$ cat config.mk
export PLATFORM = sky130hd
export DESIGN_NAME = trapezoidal_move_planner_top_flat
export DESIGN_NICKNAME = d
export VERILOG_FILES = /design/src/hw/rtl/tmplan_pkg.sv /design/src/hw/rtl/tmplan_req_if.sv /design/src/hw/rtl/tmplan_rsp_if.sv /design/src/hw/rtl/tmplan_csr_if.sv /design/src/hw/rtl/tmplan_cfg.sv /design/src/hw/rtl/tmplan_unit.sv /design/src/hw/rtl/trapezoidal_move_planner_top.sv /design/src/flat_wrapper.sv
export SDC_FILE = /design/constraint.sdc
export NUM_CORES = 2
export LEC_CHECK = 0
export ABC_CLOCK_PERIOD_IN_PS = 9000
export CORE_ASPECT_RATIO = 1.4
export CORE_UTILIZATION = 32
export CTS_CLUSTER_DIAMETER = 80
export CTS_CLUSTER_SIZE = 16
export DETAILED_ROUTE_END_ITERATION = 8
export DONT_BUFFER_PORTS = 1
export GPL_ROUTABILITY_DRIVEN = 0
export PLACE_DENSITY = 0.53
export SLEW_MARGIN = 15
export SYNTH_ARGS = -nofsm -noshare
export SYNTH_HDL_FRONTEND = slang
export SYNTH_SLANG_ARGS = --single-unit
export TNS_END_PERCENT = 10
$ cat constraint.sdc
create_clock -name clock -period 9 [get_ports clock]
set_clock_uncertainty 0.05 [all_clocks]
set_input_delay 0.45 -clock clock [delete_from_list [all_inputs] [get_ports clock]]
set_output_delay 0.45 -clock clock [all_outputs]
set_load 0.05 [all_outputs]
$ cat src/hw/rtl/tmplan_pkg.sv
package tmplan_pkg;

   localparam int MAX_STEPS_DEF = 15000;

   localparam int POS_W    = 24;
   localparam int MAXSPD_W = 12;
   localparam int ACC_W    = 12;
   localparam int SD_W     = 24;
   localparam int K_W      = 37;
   localparam int V2_W     = 24;
   localparam int DIV_W    = 40;
   localparam int FRAC_W   = 16;
   localparam int TOT_W    = 14;
   localparam int SPEED_W  = 20;
   localparam int STATUS_W = 2;
   localparam int CSR_IDX_W  = 2;
   localparam int CSR_DATA_W = 24;

   localparam logic [CSR_IDX_W-1:0] CSR_SPEED_LIMIT = 2'd0;
   localparam logic [CSR_IDX_W-1:0] CSR_ACCEL       = 2'd1;
   localparam logic [CSR_IDX_W-1:0] CSR_STEP_DIST   = 2'd2;

   localparam logic [MAXSPD_W-1:0] SPEED_LIMIT_RST = 12'd40;
   localparam logic [ACC_W-1:0]    ACCEL_RST       = 12'd30;
   localparam logic [SD_W-1:0]     STEP_DIST_RST   = 24'd65536;

   localparam logic [STATUS_W-1:0] ST_OK        = 2'd0;
   localparam logic [STATUS_W-1:0] ST_BAD_COUNT = 2'd1;
   localparam logic [STATUS_W-1:0] ST_NO_MOVE   = 2'd2;

   localparam logic [SPEED_W-1:0] FIRST_STEP_MIN = 20'd26;
   localparam logic [SPEED_W-1:0] SPEED_SAT      = 20'hFFFFF;

   typedef enum logic [1:0] {
      OP_MUL  = 2'd0,
      OP_DIV  = 2'd1,
      OP_SQRT = 2'd2
   } tmplan_op_type;

   typedef struct packed {
      logic          start;
      tmplan_op_type op;
   } tmplan_ctl_type;

   typedef struct packed {
      logic [MAXSPD_W-1:0] speed_limit;
      logic [SD_W-1:0]     step_dist;
      logic                sd_zero;
      logic [K_W-1:0]      k;
      logic [V2_W-1:0]     v2;
   } tmplan_cfg_type;

   // multiplier operand width of the shared unit
   function automatic int mul_bw(input int sw);
      return (sw > MAXSPD_W) ? sw : MAXSPD_W;
   endfunction

   // working register width of the shared unit, always even
   function automatic int unit_xw(input int sw);
      int mw;
      int rw;
      mw = K_W + mul_bw(sw);
      rw = mw + (mw & 1);
      return (rw > DIV_W) ? rw : DIV_W;
   endfunction

endpackage

$ cat src/hw/rtl/tmplan_req_if.sv
interface tmplan_req_if;
   import tmplan_pkg::*;
   logic                    valid;
   logic                    ready;
   logic                    req_type;
   logic signed [POS_W-1:0] target_position;

   modport source (output valid, req_type, target_position, input ready);
   modport sink   (input valid, req_type, target_position, output ready);
endinterface

$ cat src/hw/rtl/tmplan_rsp_if.sv
interface tmplan_rsp_if;
   import tmplan_pkg::*;
   logic                valid;
   logic                ready;
   logic [STATUS_W-1:0] status;
   logic                direction;
   logic [TOT_W-1:0]    step_count;
   logic [SPEED_W-1:0]  step_speed;
   logic                last_step;

   modport source (output valid, status, direction, step_count, step_speed, last_step,
                   input ready);
   modport sink   (input valid, status, direction, step_count, step_speed, last_step,
                   output ready);
endinterface

$ cat src/hw/rtl/tmplan_csr_if.sv
interface tmplan_csr_if;
   import tmplan_pkg::*;
   logic                  valid;
   logic                  ready;
   logic [CSR_IDX_W-1:0]  index;
   logic [CSR_DATA_W-1:0] data;

   modport source (output valid, index, data, input ready);
   modport sink   (input valid, index, data, output ready);
endinterface

$ cat src/hw/rtl/tmplan_cfg.sv
module tmplan_cfg (
   input  logic                   clock,
   input  logic                   reset,
   tmplan_csr_if.sink             csr_if,
   output tmplan_pkg::tmplan_cfg_type cfg
);
   import tmplan_pkg::*;

   logic [MAXSPD_W-1:0] speed_limit_ff;
   logic [ACC_W-1:0]    accel_ff;
   logic [SD_W-1:0]     step_dist_ff;
   logic [K_W-1:0]      k_ff, k_in;
   logic [V2_W-1:0]     v2_ff, v2_in;
   logic                wr;

   assign csr_if.ready = 1'b1;
   assign wr = csr_if.valid && csr_if.ready;

   always_ff @(posedge clock) begin
      if (reset) begin
         speed_limit_ff <= SPEED_LIMIT_RST;
         accel_ff       <= ACCEL_RST;
         step_dist_ff   <= STEP_DIST_RST;
      end else if (wr) begin
         case (csr_if.index)
            CSR_SPEED_LIMIT: speed_limit_ff <= csr_if.data[MAXSPD_W-1:0];
            CSR_ACCEL:       accel_ff       <= csr_if.data[ACC_W-1:0];
            CSR_STEP_DIST:   step_dist_ff   <= csr_if.data[SD_W-1:0];
            default: ;
         endcase
      end
   end

   // derived products, registered from the stored CSR values
   always_comb begin
      k_in  = {(K_W-1)'(accel_ff) * (K_W-1)'(step_dist_ff), 1'b0};
      v2_in = V2_W'(speed_limit_ff) * V2_W'(speed_limit_ff);
   end

   always_ff @(posedge clock) begin
      k_ff  <= k_in;
      v2_ff <= v2_in;
   end

   assign cfg.speed_limit = speed_limit_ff;
   assign cfg.step_dist   = step_dist_ff;
   assign cfg.sd_zero     = (step_dist_ff == '0);
   assign cfg.k           = k_ff;
   assign cfg.v2          = v2_ff;
endmodule

$ cat src/hw/rtl/tmplan_unit.sv
module tmplan_unit #(
   parameter int SW = 14
) (
   input  logic                                   clock,
   input  logic                                   reset,
   input  tmplan_pkg::tmplan_ctl_type             ctl,
   input  logic [tmplan_pkg::unit_xw(SW)-1:0]     opx,
   input  logic [tmplan_pkg::K_W-1:0]             opy,
   output logic                                   done,
   output logic [tmplan_pkg::unit_xw(SW)-1:0]     acc,
   output logic [tmplan_pkg::unit_xw(SW)-1:0]     quo
);
   import tmplan_pkg::*;

   localparam int BW = mul_bw(SW);
   localparam int XW = unit_xw(SW);
   localparam int RH = XW / 2;
   localparam int CW = $clog2(XW + 1);

   logic          busy_ff, busy_in;
   logic          done_ff, done_in;
   tmplan_op_type op_ff, op_in;
   logic [XW-1:0] x_ff, x_in;
   logic [K_W-1:0] y_ff, y_in;
   logic [XW-1:0] acc_ff, acc_in;
   logic [XW-1:0] q_ff, q_in;
   logic [CW-1:0] cnt_ff, cnt_in;

   logic [XW-1:0] opa, opb;
   logic          sub;
   logic [XW:0]   sum;
   logic          ge;
   logic [CW-1:0] cnt_last;

   // one add/subtract shared by multiply, divide and square root steps
   always_comb begin
      case (op_ff)
         OP_DIV: begin
            opa = XW'({acc_ff[K_W-1:0], x_ff[XW-1]});
            opb = XW'(y_ff);
            sub = 1'b1;
            cnt_last = CW'(DIV_W - 1);
         end
         OP_SQRT: begin
            opa = XW'({acc_ff[RH:0], x_ff[XW-1:XW-2]});
            opb = XW'({q_ff[RH-1:0], 2'b01});
            sub = 1'b1;
            cnt_last = CW'(RH - 1);
         end
         default: begin
            opa = {acc_ff[XW-2:0], 1'b0};
            opb = x_ff[XW-1] ? XW'(y_ff) : '0;
            sub = 1'b0;
            cnt_last = CW'(BW - 1);
         end
      endcase
      sum = {1'b0, opa} + {1'b0, (sub ? ~opb : opb)} + (XW+1)'(sub);
      ge  = sum[XW];
   end

   always_comb begin
      busy_in = busy_ff;
      done_in = 1'b0;
      op_in   = op_ff;
      x_in    = x_ff;
      y_in    = y_ff;
      acc_in  = acc_ff;
      q_in    = q_ff;
      cnt_in  = cnt_ff;
      if (ctl.start) begin
         busy_in = 1'b1;
         op_in   = ctl.op;
         y_in    = opy;
         acc_in  = '0;
         q_in    = '0;
         cnt_in  = '0;
         case (ctl.op)
            OP_DIV:  x_in = {opx[DIV_W-1:0], {(XW-DIV_W){1'b0}}};
            OP_SQRT: x_in = opx;
            default: x_in = {opx[BW-1:0], {(XW-BW){1'b0}}};
         endcase
      end else if (busy_ff) begin
         cnt_in = cnt_ff + CW'(1);
         case (op_ff)
            OP_DIV: begin
               acc_in = ge ? sum[XW-1:0] : opa;
               q_in   = {q_ff[XW-2:0], ge};
               x_in   = {x_ff[XW-2:0], 1'b0};
            end
            OP_SQRT: begin
               acc_in = ge ? sum[XW-1:0] : opa;
               q_in   = {q_ff[XW-2:0], ge};
               x_in   = {x_ff[XW-3:0], 2'b00};
            end
            default: begin
               acc_in = sum[XW-1:0];
               x_in   = {x_ff[XW-2:0], 1'b0};
            end
         endcase
         if (cnt_ff == cnt_last) begin
            busy_in = 1'b0;
            done_in = 1'b1;
         end
      end
   end

   always_ff @(posedge clock) begin
      if (reset) begin
         busy_ff <= 1'b0;
         done_ff <= 1'b0;
         op_ff   <= OP_MUL;
         cnt_ff  <= '0;
      end else begin
         busy_ff <= busy_in;
         done_ff <= done_in;
         op_ff   <= op_in;
         cnt_ff  <= cnt_in;
      end
   end

   always_ff @(posedge clock) begin
      x_ff   <= x_in;
      y_ff   <= y_in;
      acc_ff <= acc_in;
      q_ff   <= q_in;
   end

   assign done = done_ff;
   assign acc  = acc_ff;
   assign quo  = q_ff;
endmodule

$ cat src/hw/rtl/trapezoidal_move_planner_top.sv
// speed request: ramp steps run S_STEP, S_SMUL, S_SSQRT, S_SFIN (a multiply and a root),
//   cruise steps S_STEP, S_SFIN, and with no move active S_STEP goes straight to S_RESP
// plan request: a rejected count or zero acceleration stops after the step-count divide;
//   full ramp adds a multiply and a divide; lowered peak: 2 divides, 3 multiplies, 1 root
// one item at a time: the next item is taken after the result beat leaves
// synchronous active-high reset: registers 40/30/65536, position zero, no move active
module trapezoidal_move_planner_top #(
   parameter int MAX_STEPS = tmplan_pkg::MAX_STEPS_DEF
) (
   input  logic        clock,
   input  logic        reset,
   tmplan_req_if.sink   req_if,
   tmplan_rsp_if.source rsp_if,
   tmplan_csr_if.sink   csr_if
);
   import tmplan_pkg::*;

   localparam int SW = $clog2(MAX_STEPS + 1);
   localparam int XW = unit_xw(SW);
   localparam int RH = XW / 2;

   typedef enum logic [12:0] {
      S_IDLE  = 13'b0000000000001,
      S_DIFF  = 13'b0000000000010,
      S_NDIV  = 13'b0000000000100,
      S_NKMUL = 13'b0000000001000,
      S_PMUL  = 13'b0000000010000,
      S_PSQRT = 13'b0000000100000,
      S_PPMUL = 13'b0000001000000,
      S_RDIV  = 13'b0000010000000,
      S_STEP  = 13'b0000100000000,
      S_SMUL  = 13'b0001000000000,
      S_SSQRT = 13'b0010000000000,
      S_SFIN  = 13'b0100000000000,
      S_RESP  = 13'b1000000000000
   } state_type;

   tmplan_cfg_type cfg;
   tmplan_ctl_type ctl;
   logic [XW-1:0]  opx;
   logic [K_W-1:0] opy;
   logic           u_done;
   logic [XW-1:0]  u_acc, u_quo;

   state_type          state_ff, state_in;
   logic [POS_W-1:0]   target_ff, target_in;
   logic               neg_ff, neg_in;
   logic [SW-1:0]      n_ff, n_in;
   logic               pdir_ff, pdir_in;
   logic [POS_W-1:0]   last_pos_ff, last_pos_in;
   logic [SW-1:0]      steps_ff, steps_in;
   logic [SW-1:0]      idx_ff, idx_in;
   logic [SW-1:0]      ramp_ff, ramp_in;
   logic [MAXSPD_W-1:0] peak_ff, peak_in;
   logic               dir_ff, dir_in;
   logic               active_ff, active_in;
   logic [RH-1:0]      sp_ff, sp_in;
   logic [STATUS_W-1:0] r_status_ff, r_status_in;
   logic               r_dir_ff, r_dir_in;
   logic [TOT_W-1:0]   r_total_ff, r_total_in;
   logic [SPEED_W-1:0] r_speed_ff, r_speed_in;
   logic               r_last_ff, r_last_in;

   logic [POS_W:0]     diff;
   logic [POS_W:0]     mag;
   logic [DIV_W-1:0]   nq;
   logic               n_zero;
   logic               n_bad;
   logic [SW-1:0]      n_mid;
   logic [SW-1:0]      m_sel;
   logic [SW:0]        i_inc;
   logic [RH-1:0]      sp_adj;
   logic               commit;

   tmplan_cfg u_cfg (
      .clock  (clock),
      .reset  (reset),
      .csr_if (csr_if),
      .cfg    (cfg)
   );

   tmplan_unit #(.SW(SW)) u_unit (
      .clock (clock),
      .reset (reset),
      .ctl   (ctl),
      .opx   (opx),
      .opy   (opy),
      .done  (u_done),
      .acc   (u_acc),
      .quo   (u_quo)
   );

   always_comb begin
      diff   = {target_ff[POS_W-1], target_ff} - {last_pos_ff[POS_W-1], last_pos_ff};
      mag    = diff[POS_W] ? (~diff + (POS_W+1)'(1)) : diff;
      nq     = u_quo[DIV_W-1:0];
      n_zero = cfg.sd_zero || (nq == '0);
      n_bad  = n_zero || (nq > DIV_W'(MAX_STEPS));
      n_mid  = steps_ff - ramp_ff;
      m_sel  = (idx_ff < ramp_ff) ? idx_ff : (steps_ff - idx_ff);
      i_inc  = {1'b0, idx_ff} + (SW+1)'(1);
      sp_adj = sp_ff;
      if ((idx_ff == '0) && (sp_ff < RH'(FIRST_STEP_MIN))) begin
         sp_adj = RH'(FIRST_STEP_MIN);
      end
   end

   always_comb begin
      state_in    = state_ff;
      target_in   = target_ff;
      neg_in      = neg_ff;
      n_in        = n_ff;
      pdir_in     = pdir_ff;
      last_pos_in = last_pos_ff;
      steps_in    = steps_ff;
      idx_in      = idx_ff;
      ramp_in     = ramp_ff;
      peak_in     = peak_ff;
      dir_in      = dir_ff;
      active_in   = active_ff;
      sp_in       = sp_ff;
      r_status_in = r_status_ff;
      r_dir_in    = r_dir_ff;
      r_total_in  = r_total_ff;
      r_speed_in  = r_speed_ff;
      r_last_in   = r_last_ff;
      ctl.start   = 1'b0;
      ctl.op      = OP_MUL;
      opx         = '0;
      opy         = cfg.k;
      commit      = 1'b0;

      case (state_ff)
         S_IDLE: begin
            if (req_if.valid) begin
               target_in = req_if.target_position;
               state_in  = req_if.req_type ? S_STEP : S_DIFF;
            end
         end
         S_DIFF: begin
            neg_in    = diff[POS_W];
            ctl.start = 1'b1;
            ctl.op    = OP_DIV;
            opx       = XW'({mag[POS_W-1:0], {FRAC_W{1'b0}}});
            opy       = K_W'(cfg.step_dist);
            state_in  = S_NDIV;
         end
         S_NDIV: begin
            if (u_done) begin
               n_in    = nq[SW-1:0];
               pdir_in = neg_ff && !n_zero;
               if (n_bad) begin
                  r_status_in = ST_BAD_COUNT;
                  r_dir_in    = neg_ff && !n_zero;
                  r_total_in  = '0;
                  r_speed_in  = '0;
                  r_last_in   = 1'b0;
                  state_in    = S_RESP;
               end else if (cfg.k == '0) begin
                  peak_in = '0;
                  ramp_in = '0;
                  commit  = 1'b1;
               end else begin
                  ctl.start = 1'b1;
                  ctl.op    = OP_MUL;
                  opx       = XW'(nq[SW-1:0]);
                  state_in  = S_NKMUL;
               end
            end
         end
         S_NKMUL: begin
            if (u_done) begin
               ctl.start = 1'b1;
               if (XW'({cfg.v2, 17'b0}) > u_acc) begin
                  // ramp does not fit: peak from half the move
                  ctl.op   = OP_MUL;
                  opx      = XW'(n_ff >> 1);
                  state_in = S_PMUL;
               end else begin
                  peak_in  = cfg.speed_limit;
                  ctl.op   = OP_DIV;
                  opx      = XW'({cfg.v2, {FRAC_W{1'b0}}});
                  state_in = S_RDIV;
               end
            end
         end
         S_PMUL: begin
            if (u_done) begin
               ctl.start = 1'b1;
               ctl.op    = OP_SQRT;
               opx       = u_acc >> FRAC_W;
               state_in  = S_PSQRT;
            end
         end
         S_PSQRT: begin
            if (u_done) begin
               peak_in   = u_quo[MAXSPD_W-1:0];
               ctl.start = 1'b1;
               ctl.op    = OP_MUL;
               opx       = XW'(u_quo[MAXSPD_W-1:0]);
               opy       = K_W'(u_quo[MAXSPD_W-1:0]);
               state_in  = S_PPMUL;
            end
         end
         S_PPMUL: begin
            if (u_done) begin
               ctl.start = 1'b1;
               ctl.op    = OP_DIV;
               opx       = XW'({u_acc[2*MAXSPD_W-1:0], {FRAC_W{1'b0}}});
               state_in  = S_RDIV;
            end
         end
         S_RDIV: begin
            if (u_done) begin
               ramp_in = u_quo[SW-1:0];
               commit  = 1'b1;
            end
         end
         S_STEP: begin
            if (!active_ff || (idx_ff >= steps_ff)) begin
               active_in   = 1'b0;
               r_status_in = ST_NO_MOVE;
               r_dir_in    = 1'b0;
               r_total_in  = '0;
               r_speed_in  = '0;
               r_last_in   = 1'b0;
               state_in    = S_RESP;
            end else if ((idx_ff >= ramp_ff) && (idx_ff < n_mid)) begin
               sp_in    = RH'({peak_ff, 8'b0});
               state_in = S_SFIN;
            end else begin
               ctl.start = 1'b1;
               ctl.op    = OP_MUL;
               opx       = XW'(m_sel);
               state_in  = S_SMUL;
            end
         end
         S_SMUL: begin
            if (u_done) begin
               ctl.start = 1'b1;
               ctl.op    = OP_SQRT;
               opx       = u_acc;
               state_in  = S_SSQRT;
            end
         end
         S_SSQRT: begin
            if (u_done) begin
               sp_in    = u_quo[RH-1:0];
               state_in = S_SFIN;
            end
         end
         S_SFIN: begin
            r_status_in = ST_OK;
            r_dir_in    = dir_ff;
            r_total_in  = TOT_W'(steps_ff);
            r_speed_in  = (sp_adj > RH'(SPEED_SAT)) ? SPEED_SAT : sp_adj[SPEED_W-1:0];
            r_last_in   = (i_inc == {1'b0, steps_ff});
            idx_in      = i_inc[SW-1:0];
            active_in   = !(i_inc >= {1'b0, steps_ff});
            state_in    = S_RESP;
         end
         S_RESP: begin
            if (rsp_if.ready) begin
               state_in = S_IDLE;
            end
         end
         default: state_in = S_IDLE;
      endcase

      if (commit) begin
         steps_in    = (state_ff == S_NDIV) ? nq[SW-1:0] : n_ff;
         idx_in      = '0;
         dir_in      = pdir_in;
         active_in   = 1'b1;
         last_pos_in = target_ff;
         r_status_in = ST_OK;
         r_dir_in    = pdir_in;
         r_total_in  = TOT_W'(steps_in);
         r_speed_in  = '0;
         r_last_in   = 1'b0;
         state_in    = S_RESP;
      end
   end

   always_ff @(posedge clock) begin
      if (reset) begin
         state_ff    <= S_IDLE;
         last_pos_ff <= '0;
         steps_ff    <= '0;
         idx_ff      <= '0;
         ramp_ff     <= '0;
         peak_ff     <= '0;
         dir_ff      <= 1'b0;
         active_ff   <= 1'b0;
      end else begin
         state_ff    <= state_in;
         last_pos_ff <= last_pos_in;
         steps_ff    <= steps_in;
         idx_ff      <= idx_in;
         ramp_ff     <= ramp_in;
         peak_ff     <= peak_in;
         dir_ff      <= dir_in;
         active_ff   <= active_in;
      end
   end

   always_ff @(posedge clock) begin
      target_ff   <= target_in;
      neg_ff      <= neg_in;
      n_ff        <= n_in;
      pdir_ff     <= pdir_in;
      sp_ff       <= sp_in;
      r_status_ff <= r_status_in;
      r_dir_ff    <= r_dir_in;
      r_total_ff  <= r_total_in;
      r_speed_ff  <= r_speed_in;
      r_last_ff   <= r_last_in;
   end

   assign req_if.ready      = (state_ff == S_IDLE);
   assign rsp_if.valid      = (state_ff == S_RESP);
   assign rsp_if.status     = r_status_ff;
   assign rsp_if.direction  = r_dir_ff;
   assign rsp_if.step_count = r_total_ff;
   assign rsp_if.step_speed = r_speed_ff;
   assign rsp_if.last_step  = r_last_ff;
endmodule

$ cat src/flat_wrapper.sv
// flat-port wrapper written by rule: the top's interface ports become plain ports
module trapezoidal_move_planner_top_flat import tmplan_pkg::*;
#(
   parameter int MAX_STEPS = tmplan_pkg::MAX_STEPS_DEF
)
  (clock, reset, req_if_valid, req_if_req_type, req_if_target_position, req_if_ready, rsp_if_valid, rsp_if_status, rsp_if_direction, rsp_if_step_count, rsp_if_step_speed, rsp_if_last_step, rsp_if_ready, csr_if_valid, csr_if_index, csr_if_data, csr_if_ready);
  tmplan_req_if req_if_i ();
  tmplan_rsp_if rsp_if_i ();
  tmplan_csr_if csr_if_i ();
  input  logic clock;
  input  logic reset;
  input wire logic [$bits(req_if_i.valid)-1:0] req_if_valid;
  input wire logic [$bits(req_if_i.req_type)-1:0] req_if_req_type;
  input wire logic [$bits(req_if_i.target_position)-1:0] req_if_target_position;
  output wire logic [$bits(req_if_i.ready)-1:0] req_if_ready;
  output wire logic [$bits(rsp_if_i.valid)-1:0] rsp_if_valid;
  output wire logic [$bits(rsp_if_i.status)-1:0] rsp_if_status;
  output wire logic [$bits(rsp_if_i.direction)-1:0] rsp_if_direction;
  output wire logic [$bits(rsp_if_i.step_count)-1:0] rsp_if_step_count;
  output wire logic [$bits(rsp_if_i.step_speed)-1:0] rsp_if_step_speed;
  output wire logic [$bits(rsp_if_i.last_step)-1:0] rsp_if_last_step;
  input wire logic [$bits(rsp_if_i.ready)-1:0] rsp_if_ready;
  input wire logic [$bits(csr_if_i.valid)-1:0] csr_if_valid;
  input wire logic [$bits(csr_if_i.index)-1:0] csr_if_index;
  input wire logic [$bits(csr_if_i.data)-1:0] csr_if_data;
  output wire logic [$bits(csr_if_i.ready)-1:0] csr_if_ready;
  assign req_if_i.valid = req_if_valid;
  assign req_if_i.req_type = req_if_req_type;
  assign req_if_i.target_position = req_if_target_position;
  assign req_if_ready = req_if_i.ready;
  assign rsp_if_valid = rsp_if_i.valid;
  assign rsp_if_status = rsp_if_i.status;
  assign rsp_if_direction = rsp_if_i.direction;
  assign rsp_if_step_count = rsp_if_i.step_count;
  assign rsp_if_step_speed = rsp_if_i.step_speed;
  assign rsp_if_last_step = rsp_if_i.last_step;
  assign rsp_if_i.ready = rsp_if_ready;
  assign csr_if_i.valid = csr_if_valid;
  assign csr_if_i.index = csr_if_index;
  assign csr_if_i.data = csr_if_data;
  assign csr_if_ready = csr_if_i.ready;
  trapezoidal_move_planner_top #(.MAX_STEPS(MAX_STEPS)) u_core (.clock(clock), .reset(reset), .req_if(req_if_i), .rsp_if(rsp_if_i), .csr_if(csr_if_i));
endmodule
==> metrics <==
Slew Viols, Final 0; clock slew at reported path FFs 80 ps; boundary pin count 97; number of antenna violations at the first check in global routing 1; number of H-tree levels 2; NumNets Final around 5.3k; detailed placer's ending HPWL around 100000 microns; die extent in y between 400 and 500 microns; Req. time, crit path around 9400 ps; type of element capturing the critical path flop; crit path max-delay cell type sky130_fd_sc_hd__buf_4; number of cells on the worst reg-to-reg path 26; number of failing hold endpoints at the final stage 0; Net Switching 2.54 mW; post-CTS setup repair buffer count 0; Switching Share 0.370; final wirelength approximately 130000 microns; Peak Freq approximately 150 MHz; instance count of the mapped netlist 4773; Final setup viols 0; remaining global-route overflow 0; buffering stage count on the worst path with inverters included 5; largest fanout on the critical path 69; data arrival time of the critical path 7240 ps; crit start category flop; Internal Power between 4 and 5 mW; cell type with the highest aggregate area in the netlist sky130_fd_sc_hd__dfxtp_1; primary flip-flop cell chosen by synthesis mapping sky130_fd_sc_hd__dfxtp_1; power per cell area around 150 mW/mm^2; CP top delay family compound AO/OA/AOI/OAI gates; Yosys reg bits 495; biggest cell delay along the critical path between 700 and 800 ps; maximum buffer depth of the clock tree 3; Chip Width 306 microns; vias per inst 5.36; top cells by area in the synthesized netlist sky130_fd_sc_hd__dfxtp_1 16%, sky130_fd_sc_hd__fa_1 15%, sky130_fd_sc_hd__edfxtp_1 12%; instance count on the critical path 26; detailed-route DRC error count 0; clock tree from TritonCTS yes; global-route wire length before repair 205000 microns; clock power share 0.288; Iter 0 DRT Violations approximately 2.6k; number of distinct library cells after synthesis 90; total clock buffers created by CTS 44; category of the most critical setup path flop to flop; number of sinks handled by clock tree synthesis 495; root buffer cell sky130_fd_sc_hd__clkbuf_16; ANT nets after route 0; RSZ-0062 raised after global routing no; Clk Latency, worst-skew pair 650 ps; WHS Path Cells 2; kind of path behind the tightest hold check primary input to flop; Synth Area per Inst 8.67 sq um; Total Die Area 0.131 sq mm; fraction of layout cells with a size suffix above 1 0.0437; GR Util All Layers 0.202; area fraction of the dominant cell type after synthesis 0.158; filler-free cell count of the finished design 6359; share of total power in sequential cells 0.428; Synth async-reset ratio 0; result of the run finished clean; WL/cell 21.1 microns; Final TNS setup 0 ps; count of flip-flops with a built-in enable after synthesis approximately 170; synthesized area 0.0414 sq mm; Comb power frac 0.284; Resized cells post-CTS 0; worst-case vdd ir drop 0.126 mV; clock period minus final worst setup slack 6800 ps; final core area utilization 0.352; final cycle utilization of the critical path 0.756; Area Growth Syn to Fin 8.86%; Top cell by count, worst path sky130_fd_sc_hd__buf_4; post-synth net total 5426; core box area 0.128 sq mm; standard-cell rows 155; initial core utilization 0.324; reported leakage power 19.3 nW; vias in the first global route about 34k; actual slew at the worst max-slew pin around 1200 ps; count of port buffers added during placement 0; via count of the routed design ~34k; Inst Count DP 6226; pin count of the biggest net entering global routing between 100 and 150; max cap viols 0; number of buffers inserted by hold repair at cts 52; count of TritonRoute iterations in the first routing pass 8; number of warnings printed during yosys synthesis 0; number of inserted filler cells in the final layout 13.2k; Rel. slew slack 0.183; sequential cell area fraction in the yosys report 0.280
## placed cells by master (no fill, tap or decap), types with 22 or more instances in the layout
cell and instances:
sky130_fd_sc_hd__and3_1 22, sky130_fd_sc_hd__nor2_1 349, sky130_fd_sc_hd__o211ai_1 25, sky130_fd_sc_hd__dlygate4sd3_1 51
sky130_fd_sc_hd__a22oi_1 54, sky130_fd_sc_hd__inv_1 502, sky130_fd_sc_hd__o21a_1 33, sky130_fd_sc_hd__nand3_1 77
sky130_fd_sc_hd__a211oi_1 51, sky130_fd_sc_hd__dfxtp_1 324, sky130_fd_sc_hd__a31oi_1 26, sky130_fd_sc_hd__o21ai_0 92
sky130_fd_sc_hd__a21o_1 106, sky130_fd_sc_hd__edfxtp_1 169, sky130_fd_sc_hd__a22o_1 62, sky130_fd_sc_hd__nor4_1 53
sky130_fd_sc_hd__nand4_1 39, sky130_fd_sc_hd__buf_4 73, sky130_fd_sc_hd__o21ai_1 68, sky130_fd_sc_hd__nor2b_1 34
sky130_fd_sc_hd__o22ai_1 40, sky130_fd_sc_hd__xnor2_1 123, sky130_fd_sc_hd__nor3_1 53, sky130_fd_sc_hd__nand2_1 596
sky130_fd_sc_hd__and2_1 190, sky130_fd_sc_hd__a221oi_1 43, sky130_fd_sc_hd__ha_1 291, sky130_fd_sc_hd__a21oi_1 319
sky130_fd_sc_hd__mux2i_1 106, sky130_fd_sc_hd__clkbuf_16 46, sky130_fd_sc_hd__nand2b_1 29, sky130_fd_sc_hd__fa_1 304
sky130_fd_sc_hd__xor2_1 61
## stage by stage
stage               setup slack, ps  cell area (sq um)  hold slack, ps  total power [mW]
finish                         2200              45000            41.6              6.87
detailed placement             2300              43100             393              4.87
global placement               2300              43100             386              4.85
floorplan                      3230              41400             329              4.23
global route                   1680              45000            27.8              7.22
CTS                            2270              45000            20.7              6.90
## synthesized netlist by cell type (53+ instances only)
| library cell | number |
|---|---|
| sky130_fd_sc_hd__nor3_1 | 54 |
| sky130_fd_sc_hd__clkbuf_1 | 248 |
| sky130_fd_sc_hd__mux2i_1 | 106 |
| sky130_fd_sc_hd__a21oi_1 | 319 |
| sky130_fd_sc_hd__nor2_1 | 352 |
| sky130_fd_sc_hd__and2_1 | 190 |
| sky130_fd_sc_hd__nor4_1 | 53 |
| sky130_fd_sc_hd__a22o_1 | 62 |
| sky130_fd_sc_hd__a21o_1 | 106 |
| sky130_fd_sc_hd__o21ai_1 | 70 |
| sky130_fd_sc_hd__o21ai_0 | 93 |
| sky130_fd_sc_hd__xnor2_1 | 123 |
| sky130_fd_sc_hd__a22oi_1 | 54 |
| sky130_fd_sc_hd__xor2_1 | 61 |
| sky130_fd_sc_hd__ha_1 | 293 |
| sky130_fd_sc_hd__nand2_1 | 597 |
| sky130_fd_sc_hd__inv_1 | 502 |
| sky130_fd_sc_hd__dfxtp_1 | 326 |
| sky130_fd_sc_hd__nand3_1 | 77 |
| sky130_fd_sc_hd__fa_1 | 304 |
| sky130_fd_sc_hd__edfxtp_1 | 169 |
## worst paths after layout
path,startpoint,end,slack [ps]
worst max-delay path,u_core.ramp_ff[1]$_SDFFE_PP0P_,u_core.u_unit.quo[35]$_SDFFE_PN0P_,2200
worst min-delay path,req_if_valid,u_core.state_ff[0]$_SDFFE_PP1P_,40
worst max register to register,u_core.ramp_ff[1]$_SDFFE_PP0P_,u_core.u_unit.quo[35]$_SDFFE_PN0P_,2200
worst min register to register,u_core.last_pos_ff[1]$_SDFFE_PP0P_,u_core.last_pos_ff[1]$_SDFFE_PP0P_,400
## power groups by stage
stage	combinational, mW	sequential [mW]	clock, mW
2_1_floorplan	1.50	2.73	0
3_3_place_gp	1.88	2.97	0
3_5_place_dp	1.90	2.97	0
4_1_cts	1.94	2.92	2.04
5_1_grt	2.17	2.94	2.11
6_report	1.95	2.94	1.98
## worst reg2reg max path, cell delays in order, from the launching register on
cell	delay, ps
sky130_fd_sc_hd__dfxtp_1	380
sky130_fd_sc_hd__inv_1	80
sky130_fd_sc_hd__ha_1	280
sky130_fd_sc_hd__nor2b_1	120
sky130_fd_sc_hd__o21ai_0	230
sky130_fd_sc_hd__a21oi_1	130
sky130_fd_sc_hd__o21ai_1	160
sky130_fd_sc_hd__a21oi_1	100
sky130_fd_sc_hd__o21ai_0	160
sky130_fd_sc_hd__nand2b_1	110
sky130_fd_sc_hd__a21o_1	180
sky130_fd_sc_hd__a21o_1	190
sky130_fd_sc_hd__a31oi_1	330
sky130_fd_sc_hd__xor2_1	120
sky130_fd_sc_hd__ha_1	320
sky130_fd_sc_hd__a211o_1	150
sky130_fd_sc_hd__nor3_1	50
sky130_fd_sc_hd__o211ai_1	90
sky130_fd_sc_hd__a31oi_1	130
sky130_fd_sc_hd__o22ai_1	470
sky130_fd_sc_hd__and3b_1	490
sky130_fd_sc_hd__nor3_2	100
sky130_fd_sc_hd__buf_4	240
sky130_fd_sc_hd__inv_6	360
sky130_fd_sc_hd__buf_4	770
sky130_fd_sc_hd__buf_4	740
sky130_fd_sc_hd__nor2_1	130
## sequential cells by signal (all words and copies together) (netlist names), 20 cells and up
name / flops
u_core.rsp_if.step_speed: 20
u_core.u_cfg.k_ff: 36
u_core.u_cfg.step_dist_ff: 24
u_core.u_unit.quo: 40
u_core.last_pos_ff: 24
u_core.target_ff: 24
u_core.u_unit.y_ff: 37
u_core.u_cfg.v2_ff: 23
u_core.sp_ff: 26
u_core.u_unit.x_ff: 52
u_core.u_unit.acc: 52
## layout make-up
cell class | instances | area (sq um) | area share
Multi-Input combinational cell | 3498 | 26900 | 0.598
Sequential cell | 495 | 11600 | 0.258
Tap cell | 1648 | 2060 | 0.0458
Inverter | 512 | 1930 | 0.0428
Clock buffer | 62 | 1220 | 0.0271
Timing Repair Buffer | 125 | 1090 | 0.0241
Clock inverter | 18 | 204 | 0.00453
Antenna cell | 1 | 2.50 | 0.0000556
## layer usage
metal,vias to the layer above,global-route usage,share of wire,wire (microns)
met5,-,0,0,0
li1,16100,-,-,-
met2,908,0.372,0.51,68200
met4,0,0.0812,0.041,5530
met3,246,0.0240,0.045,6000
met1,16800,0.237,0.41,54500
## kinds of logic (layout without fill, tap and decap cells)
| family | after synthesis | after routing | share of synthesized area |
|---|---|---|---|
| fa+ha+maj | 597 | 597 | 0.236 |
| buf+inv | 780 | 717 | 0.0714 |
| mux | 124 | 124 | 0.0306 |
| flops | 495 | 495 | 0.280 |
| compound gates | 1062 | 1062 | 0.170 |
| xor+xnor | 184 | 184 | 0.0390 |
| other cells | 1 | 2 | 0.0000907 |
| simple gates | 1530 | 1530 | 0.173 |
(Power assumes the default switching activity.)
